$ cat config.mk
export PLATFORM = sky130hd
export DESIGN_NAME = delta_list_timer_queue_unit
export DESIGN_NICKNAME = d
export VERILOG_FILES = /design/src/design/dltq_pkg.sv /design/src/design/dltq_ctrl.sv /design/src/design/dltq_dpath.sv /design/src/design/delta_list_timer_queue_unit.sv
export VERILOG_INCLUDE_DIRS = /design/src /design/src/design
export SDC_FILE = /design/constraint.sdc
export NUM_CORES = 2
export LEC_CHECK = 0
export BUFFER_PORTS_ARGS = -buffer_cell sky130_fd_sc_hd__buf_2
export CAP_MARGIN = 20
export CORE_MARGIN = 10
export CORE_UTILIZATION = 55
export CTS_CLUSTER_DIAMETER = 30
export CTS_CLUSTER_SIZE = 25
export DETAILED_ROUTE_END_ITERATION = 7
export PLACE_DENSITY = 0.71
export SLEW_MARGIN = 40
export SYNTH_ARGS = -nofsm -noshare
export SYNTH_HDL_FRONTEND = slang
export SYNTH_SLANG_ARGS = --single-unit
$ cat constraint.sdc
create_clock -name i_clk -period 9.1 [get_ports i_clk]
set_clock_uncertainty 0.05 [all_clocks]
set_input_delay 0.455 -clock i_clk [delete_from_list [all_inputs] [get_ports i_clk]]
set_output_delay 0.455 -clock i_clk [all_outputs]
set_load 0.01 [all_outputs]
$ cat src/design/assert_macros.svh
// Assertion helpers used by the datapath.
`ifndef ASSERT_MACROS_SVH
`define ASSERT_MACROS_SVH

`ifndef NO_ASSERTIONS

// Check a property on every rising clock edge outside reset.
`define ASSERT_CLK(lbl, clk, rst_n, prop, msg) \
    lbl: assert property (@(posedge clk) disable iff (!rst_n) prop) else $error(msg);

// Check that a condition never holds outside reset.
`define ASSERT_NEVER(lbl, clk, rst_n, expr, msg) \
    lbl: assert property (@(posedge clk) disable iff (!rst_n) !(expr)) else $error(msg);

`else

`define ASSERT_CLK(lbl, clk, rst_n, prop, msg)
`define ASSERT_NEVER(lbl, clk, rst_n, expr, msg)

`endif

`endif

$ cat src/design/dltq_pkg.sv
package dltq_pkg;

    // Queue geometry
    localparam int QUEUE_DEPTH = 16;
    localparam int MAX_EMIT    = 16;
    localparam int IDX_W       = $clog2(QUEUE_DEPTH);
    localparam int CNT_W       = $clog2(QUEUE_DEPTH + 1);
    localparam int EMIT_W      = $clog2(MAX_EMIT + 1);

    // Field widths
    localparam int ID_W    = 8;
    localparam int ARG_W   = 16;
    localparam int DELAY_W = 15;

    // Operation codes
    localparam logic FUNC_TICK   = 1'b0;
    localparam logic FUNC_INSERT = 1'b1;

    // Result kinds
    typedef enum logic [1:0] {
        KIND_EXPIRED   = 2'd0,
        KIND_INSERTED  = 2'd1,
        KIND_FULL      = 2'd2,
        KIND_IDLE_TICK = 2'd3
    } t_kind;

    typedef struct packed {
        logic               func;
        logic [ID_W-1:0]    callback_id;
        logic [ARG_W-1:0]   argument;
        logic [DELAY_W-1:0] delay_ticks;
        logic               masked;
    } t_item;

    typedef struct packed {
        t_kind            kind;
        logic [ID_W-1:0]  expired_id;
        logic [ARG_W-1:0] expired_argument;
        logic             last;
    } t_result;

    typedef enum logic [2:0] {
        S_IDLE,
        S_DECODE,
        S_INS_WALK,
        S_TICK_SCAN,
        S_TICK_EMIT
    } t_state;

    // Commands from controller to datapath
    typedef struct packed {
        logic load;
        logic walk_step;
        logic place;
        logic scan_step;
        logic scan_dec;
        logic emit;
        logic res_full;
        logic res_none;
    } t_cmd;

    // Status from datapath to controller
    typedef struct packed {
        logic func;
        logic masked;
        logic full;
        logic empty;
        logic walk_go;
        logic scan_go;
        logic head_exp;
        logic last_emit;
    } t_status;

endpackage

$ cat src/design/dltq_ctrl.sv
module dltq_ctrl
    import dltq_pkg::*;
(
    input  logic    i_clk,
    input  logic    i_rst_n,
    input  logic    start,
    input  t_status i_status,
    output t_cmd    o_cmd,
    output logic    busy
);

    t_state r_state;
    t_state n_state;

    // Hold state
    always_ff @(posedge i_clk) begin
        if (!i_rst_n) begin
            r_state <= S_IDLE;
        end else begin
            r_state <= n_state;
        end
    end

    // Next state
    always_comb begin
        n_state = r_state;
        unique case (r_state)
            S_IDLE: begin
                if (start) begin
                    n_state = S_DECODE;
                end
            end
            S_DECODE: begin
                if (i_status.func == FUNC_INSERT) begin
                    n_state = i_status.full ? S_IDLE : S_INS_WALK;
                end else begin
                    n_state = i_status.empty ? S_IDLE : S_TICK_SCAN;
                end
            end
            S_INS_WALK: begin
                if (!i_status.walk_go) begin
                    n_state = S_IDLE;
                end
            end
            S_TICK_SCAN: begin
                if (!i_status.scan_go) begin
                    n_state = i_status.masked ? S_IDLE : S_TICK_EMIT;
                end
            end
            S_TICK_EMIT: begin
                if (!i_status.head_exp || i_status.last_emit) begin
                    n_state = S_IDLE;
                end
            end
            default: n_state = S_IDLE;
        endcase
    end

    // Drive datapath commands
    always_comb begin
        o_cmd = '0;
        unique case (r_state)
            S_IDLE: begin
                o_cmd.load = start;
            end
            S_DECODE: begin
                if (i_status.func == FUNC_INSERT) begin
                    o_cmd.res_full = i_status.full;
                end else begin
                    o_cmd.res_none = i_status.empty;
                end
            end
            S_INS_WALK: begin
                o_cmd.walk_step = i_status.walk_go;
                o_cmd.place     = !i_status.walk_go;
            end
            S_TICK_SCAN: begin
                o_cmd.scan_step = i_status.scan_go;
                o_cmd.scan_dec  = !i_status.scan_go;
                o_cmd.res_none  = !i_status.scan_go && i_status.masked;
            end
            S_TICK_EMIT: begin
                o_cmd.emit     = i_status.head_exp;
                o_cmd.res_none = !i_status.head_exp;
            end
            default: o_cmd = '0;
        endcase
    end

    assign busy = (r_state != S_IDLE);

endmodule

$ cat src/design/dltq_dpath.sv
`include "assert_macros.svh"

module dltq_dpath
    import dltq_pkg::*;
(
    input  logic    i_clk,
    input  logic    i_rst_n,
    input  t_item   i_item,
    input  t_cmd    i_cmd,
    output t_status o_status,
    output logic    o_valid,
    output t_result o_result
);

    // Entry storage, ordered by expiry
    logic [DELAY_W-1:0] r_delta [QUEUE_DEPTH];
    logic [ID_W-1:0]    r_cb    [QUEUE_DEPTH];
    logic [ARG_W-1:0]   r_arg   [QUEUE_DEPTH];
    logic [CNT_W-1:0]   r_count;

    // Working registers for the current item
    t_item              r_item;
    logic [CNT_W-1:0]   r_idx;
    logic [DELAY_W-1:0] r_rem;
    logic [EMIT_W-1:0]  r_emitted;

    logic               r_valid;
    t_result            r_result;
    t_result            n_result;

    logic [DELAY_W-1:0] rd_delta;
    logic [DELAY_W-1:0] n_split;
    logic               idx_in;

    // Read the entry under the walk pointer
    assign idx_in   = (r_idx < r_count);
    assign rd_delta = r_delta[r_idx[IDX_W-1:0]];
    assign n_split  = rd_delta - r_rem;

    // Report status
    always_comb begin
        o_status.func      = r_item.func;
        o_status.masked    = r_item.masked;
        o_status.full      = (r_count == CNT_W'(QUEUE_DEPTH));
        o_status.empty     = (r_count == '0);
        o_status.walk_go   = idx_in && (rd_delta <= r_rem);
        o_status.scan_go   = idx_in && (rd_delta == '0);
        o_status.head_exp  = (r_count != '0) && (r_delta[0] == '0)
                             && (r_emitted < EMIT_W'(MAX_EMIT));
        o_status.last_emit = (r_count == CNT_W'(1)) || (r_delta[1] != '0)
                             || (r_emitted + EMIT_W'(1) == EMIT_W'(MAX_EMIT));
    end

    // Latch the item and advance the walk
    always_ff @(posedge i_clk) begin
        if (i_cmd.load) begin
            r_item    <= i_item;
            r_idx     <= '0;
            r_rem     <= i_item.delay_ticks;
            r_emitted <= '0;
        end else begin
            if (i_cmd.walk_step) begin
                r_rem <= r_rem - rd_delta;
                r_idx <= r_idx + CNT_W'(1);
            end
            if (i_cmd.scan_step) begin
                r_idx <= r_idx + CNT_W'(1);
            end
            if (i_cmd.emit) begin
                r_emitted <= r_emitted + EMIT_W'(1);
            end
        end
    end

    // Update entries: open a slot on insert, age on tick, drop the head on emit
    always_ff @(posedge i_clk) begin
        if (i_cmd.place) begin
            for (int j = 1; j < QUEUE_DEPTH; j++) begin
                if ((CNT_W'(j) > r_idx) && (CNT_W'(j) <= r_count)) begin
                    r_cb[j]    <= r_cb[j-1];
                    r_arg[j]   <= r_arg[j-1];
                    r_delta[j] <= (CNT_W'(j) == r_idx + CNT_W'(1)) ? n_split
                                                                    : r_delta[j-1];
                end
            end
            for (int j = 0; j < QUEUE_DEPTH; j++) begin
                if (CNT_W'(j) == r_idx) begin
                    r_delta[j] <= r_rem;
                    r_cb[j]    <= r_item.callback_id;
                    r_arg[j]   <= r_item.argument;
                end
            end
        end else if (i_cmd.scan_dec) begin
            if (idx_in) begin
                r_delta[r_idx[IDX_W-1:0]] <= rd_delta - DELAY_W'(1);
            end
        end else if (i_cmd.emit) begin
            for (int j = 0; j < QUEUE_DEPTH - 1; j++) begin
                r_delta[j] <= r_delta[j+1];
                r_cb[j]    <= r_cb[j+1];
                r_arg[j]   <= r_arg[j+1];
            end
        end
    end

    // Track occupancy
    always_ff @(posedge i_clk) begin
        if (!i_rst_n) begin
            r_count <= '0;
        end else if (i_cmd.place) begin
            r_count <= r_count + CNT_W'(1);
        end else if (i_cmd.emit) begin
            r_count <= r_count - CNT_W'(1);
        end
    end

    // Register the result strobe
    always_ff @(posedge i_clk) begin
        if (!i_rst_n) begin
            r_valid <= 1'b0;
        end else begin
            r_valid <= i_cmd.place | i_cmd.emit | i_cmd.res_full | i_cmd.res_none;
        end
    end

    // Form the result payload
    always_comb begin
        n_result      = '0;
        n_result.last = 1'b1;
        priority if (i_cmd.emit) begin
            n_result.kind             = KIND_EXPIRED;
            n_result.expired_id       = r_cb[0];
            n_result.expired_argument = r_arg[0];
            n_result.last             = o_status.last_emit;
        end else if (i_cmd.place) begin
            n_result.kind = KIND_INSERTED;
        end else if (i_cmd.res_full) begin
            n_result.kind = KIND_FULL;
        end else begin
            n_result.kind = KIND_IDLE_TICK;
        end
    end

    // Register the result payload
    always_ff @(posedge i_clk) begin
        r_result <= n_result;
    end

    assign o_valid  = r_valid;
    assign o_result = r_result;

    `ASSERT_NEVER(a_count_bound, i_clk, i_rst_n, r_count > CNT_W'(QUEUE_DEPTH), "entry count exceeds queue depth")
    `ASSERT_CLK(a_place_grows, i_clk, i_rst_n, i_cmd.place |=> (r_count == $past(r_count) + CNT_W'(1)), "insert did not add one entry")
    `ASSERT_CLK(a_single_last, i_clk, i_rst_n, (o_valid && (o_result.kind != KIND_EXPIRED)) |-> o_result.last, "single result not marked last")
    `ASSERT_NEVER(a_emit_empty, i_clk, i_rst_n, i_cmd.emit && (r_count == '0), "emit from an empty queue")

endmodule

$ cat src/design/delta_list_timer_queue_unit.sv
// Delta-list timer queue: a sorted callout queue of QUEUE_DEPTH entries.
// Input channel: drive i_item and raise start; the item is taken at a clock
// edge where start is high and busy is low. Operation insert places a
// callout, operation tick ages the queue and dispatches expired callouts.
// Output channel: each result shows on o_result for one cycle with o_valid
// high. An insert or a masked tick gives one result; an unmasked tick gives
// one result per expired entry (at most MAX_EMIT, or a single idle result
// if none expired), the final one marked by last. The sequence is a decode
// step, then the list walk visits one entry per cycle. An insert walks past
// the entries whose delta fits its delay, then places the callout. A tick
// skips the zero-delta entries at the head, decrements the first nonzero
// delta and, if unmasked, then dispatches one expired callout per cycle. An
// insert into a full queue or a tick on an empty one answers from the decode
// step. busy falls as the final result goes out, so the next item can be
// taken in the cycle that result is shown.
// Reset (synchronous, active low) empties the queue; entry storage is not
// cleared. The receiver cannot stall: every result must be taken as shown.
module delta_list_timer_queue_unit
    import dltq_pkg::*;
(
    input  logic    i_clk,
    input  logic    i_rst_n,
    input  logic    start,
    input  t_item   i_item,
    output logic    busy,
    output logic    o_valid,
    output t_result o_result
);

    t_cmd    cmd;
    t_status status;

    // Sequence the walk and dispatch
    dltq_ctrl u_ctrl (
        .i_clk    (i_clk),
        .i_rst_n  (i_rst_n),
        .start    (start),
        .i_status (status),
        .o_cmd    (cmd),
        .busy     (busy)
    );

    // Hold the entries and form results
    dltq_dpath u_dpath (
        .i_clk    (i_clk),
        .i_rst_n  (i_rst_n),
        .i_item   (i_item),
        .i_cmd    (cmd),
        .o_status (status),
        .o_valid  (o_valid),
        .o_result (o_result)
    );

endmodule
==> flow_summary_export.csv <==
group,metric,value,unit
global_routing,grt_start_max_net_pins,136,
run,cap_violations,0,
placement,gp_congestion,1.02,
floorplanning,die-width,299,µm
placement,post_dp_cell_area,44100,µm²
sta,hold_viol,0,
worst_setup_path,start_kind,"flip-flop",
layout,drive_gt1_frac,0.142,
worst_setup_path,cp.required,9.64,ns
cts,clock_path_buffers,3,
cts,numCtsBuffers,155,
worst_setup_path,critPathKind,"flip-flop to flip-flop",
floorplanning,num_rows,102,
synth,synthesis.nets,4393,
placement,hpwl,96100,µm
global_routing,grt_pass1_wl,227000,µm
global_routing,grt_pass1_vias,36451,
detailed_routing,route.detailed.drc,0,
detailed_routing,wl_per_cell,27.9,µm
cts,clk_pin_slew,0.05,ns
synth,async_reset_ff_frac,0,
global_routing,grt_use_total,0.330,
synth,synth_edf_count,665,
sta,finalSetupTns,0,ns
run_status,outcome,"complete, no violations",
layout,final_cell_mix,"672 x a21oi_1, 665 x edfxtp_1, 448 x nor2_1",
detailed_routing,drt-initial-drc-count,5201,
sta,setup_viol_count_final,0,
pwr,p_leak,19.7,nW
layout,final_area,50100,µm²
layout,layout_commonest_cell,"a21oi_1",
synth,synth_ff_type,"edfxtp_1",
sta,maxSlewHeadroom,0.331,
worst_setup_path,worstSetupEndpointType,"flip-flop",
global_routing,globalRoute.totalOverflow,0,
global_routing,grt-busiest-layer,"met2",
layout,multi_input_area,20400,µm²
synth,avgSynthCellArea,9.93,µm²
detailed_routing,ant_nets,0,
cts,cts.root.buffer_cell,"clkbuf_16",
sta,hold_ws,0.0940,ns
sta,fmax,138,MHz
layout,syn_to_final_growth,17.4,%
cts,post_cts_buffers,0,
synth,syn_area,42700,µm²
global_routing,antenna_found_initial,4,
floorplanning,io_pins,73,
floorplanning,initial_core_util,0.553,
layout,fin_nets,4359,
sta,final.period_utilization,0.799,
floorplanning,die_area,89100,µm²
floorplanning,die_h,299,µm
detailed_routing,drt-total-wl,151000,µm
layout,num-fill-cells,5959,
pwr,vdd_drop_max,0.207,mV
global_routing,use_met3,0.0802,
pwr,p_per_area,203,nW/µm²
sta,slew_viol_final,0,
synth,netlist_instances,4299,
synth,yosys_warnings,0,
cts,cts_sinks,715,
sta,worst_slew_pin_slew,0.979,ns
synth,synth.distinct_cells,79,
placement,port_buffers,72,
cts,clk_latency,0.78,ns
detailed_routing,dr.pass1.iters,8,
global_routing,use_met2,0.500,
layout,register_area,21000,µm²
sta,rsz0062_at_grt,"false",
global_routing,gr-usage-met1,0.411,
sta,fin_crit,7.27,ns
detailed_routing,vias,37556,
cts,htree_levels,4,
synth,seq_area_frac_synth,0.491,
worst_setup_path,arrival,7.81,ns
synth,ys_ff_latch,715,
floorplanning,core_area,77200,µm²
min_path,hold_class,"input pin to flip-flop",
worst_setup_path,crit_fanout,41,
cts,cts_resized,0,
cts,cts_tree,"yes",
detailed_routing,vias_per_cell,6.91,
-- path summary, 6_finish.rpt --
| check | from | endpoint | slack [ns] | depth (start not counted) |
|---|---|---|---|---|
| worst min-delay path | start | u_dpath.r_emitted[4] | 0.09 | 3 |
| worst max register to register | flip-flop | u_dpath.r_delta[6][14] | 1.83 | 17 |
| worst max-delay path | flip-flop | u_dpath.r_delta[6][14] | 1.83 | 17 |
| worst min register to register | u_dpath.r_arg[0][3] | u_dpath.o_result[4] | 0.43 | 1 |
-- cell type report --
class,instances,share of cell area
Antenna cell,2,0.0000999
Clock buffer,182,0.0825
Clock inverter,103,0.0261
Inverter,58,0.00435
Multi-Input combinational cell,3118,0.408
Sequential cell,715,0.419
Tap cell,1040,0.0260
Timing Repair Buffer,217,0.0344
-- synth_stat cells (all sizes together), types with 47 or more instances --
cell	number	area [µm²]
nor3	48	250
buf	87	473
dfxtp	50	1000
mux4	64	1440
ha	48	601
o211ai	182	1370
a211oi	76	571
clkbuf	321	1210
nand2	391	1470
a21oi	673	3370
a22oi	47	353
inv	55	206
mux2i	325	3250
nand3	67	340
edfxtp	665	20000
nor2	450	1690
o21ai	271	1360
-- critical path: stages (launching register included) --
cell and delay [ns]:
dfxtp_4 0.86, buf_4 0.36, mux4_2 0.52, nor2b_1 0.14, a211oi_1 0.60, nor2_1 0.30, ha_1 0.71, and4_1 0.30
nand3_1 0.14, o21ai_0 0.62, or3_1 0.31, a21oi_1 0.09, buf_4 0.21, nand3b_1 0.56, buf_4 0.58, buf_4 0.46
o211ai_1 0.15, o21ai_0 0.10
-- report_power, final --
group	switching [mW]	leakage, nW	internal (mW)
Clock	2.01	2.64	3.77
Combinational	0.448	10.6	0.252
Sequential	0.0780	6.41	3.63
-- sequential cells by signal, summed over array words and instances (netlist names), named ones only --
signal and cells:
u_dpath.o_status 2, u_dpath.r_item 24, u_dpath.o_valid 1, u_dpath.r_count 5, u_dpath.r_arg 256, u_dpath.o_result 27
u_dpath.r_rem 15, u_dpath.r_idx 5, u_dpath.r_delta 240, u_dpath.r_cb 128, u_ctrl.r_state 3, u_dpath.r_emitted 5
-- layer usage --
metal | part of all wire | vias up
li1 | - | 16075
met1 | 0.37 | 18017
met2 | 0.45 | 2720
met3 | 0.11 | 738
met4 | 0.081 | 6
met5 | 0.00028 | -
-- logic make-up after synthesis --
| logic type | after synthesis | share of synthesized area |
|---|---|---|
| compound gates | 1420 | 0.198 |
| simple gates | 1172 | 0.121 |
| flops | 715 | 0.491 |
| buf+inv | 466 | 0.0444 |
| mux | 432 | 0.121 |
| fa+ha+maj | 50 | 0.0150 |
| xor+xnor | 44 | 0.00903 |
-- stage by stage --
stage / worst slack (ns) / utilization / total power [mW] / std cells
after detailed placement: 2.05 / 0.572 / 4.41 / 5102
final: 1.83 / 0.649 / 10.2 / 5435
after floorplan: 0.933 / - / 4.16 / 4299
after global placement: 1.85 / 0.567 / 4.39 / 5095
after global routing: 1.55 / 0.649 / 10.4 / 5433
after CTS: 2.03 / 0.648 / 10.2 / 5429
-- repair_timing --
action	CTS	global route
hold buffers	42	0
endpoints found under the setup margin	0	0
hold endpoints to repair	48	0
Note: power is estimated with default switching activity, not from simulation.
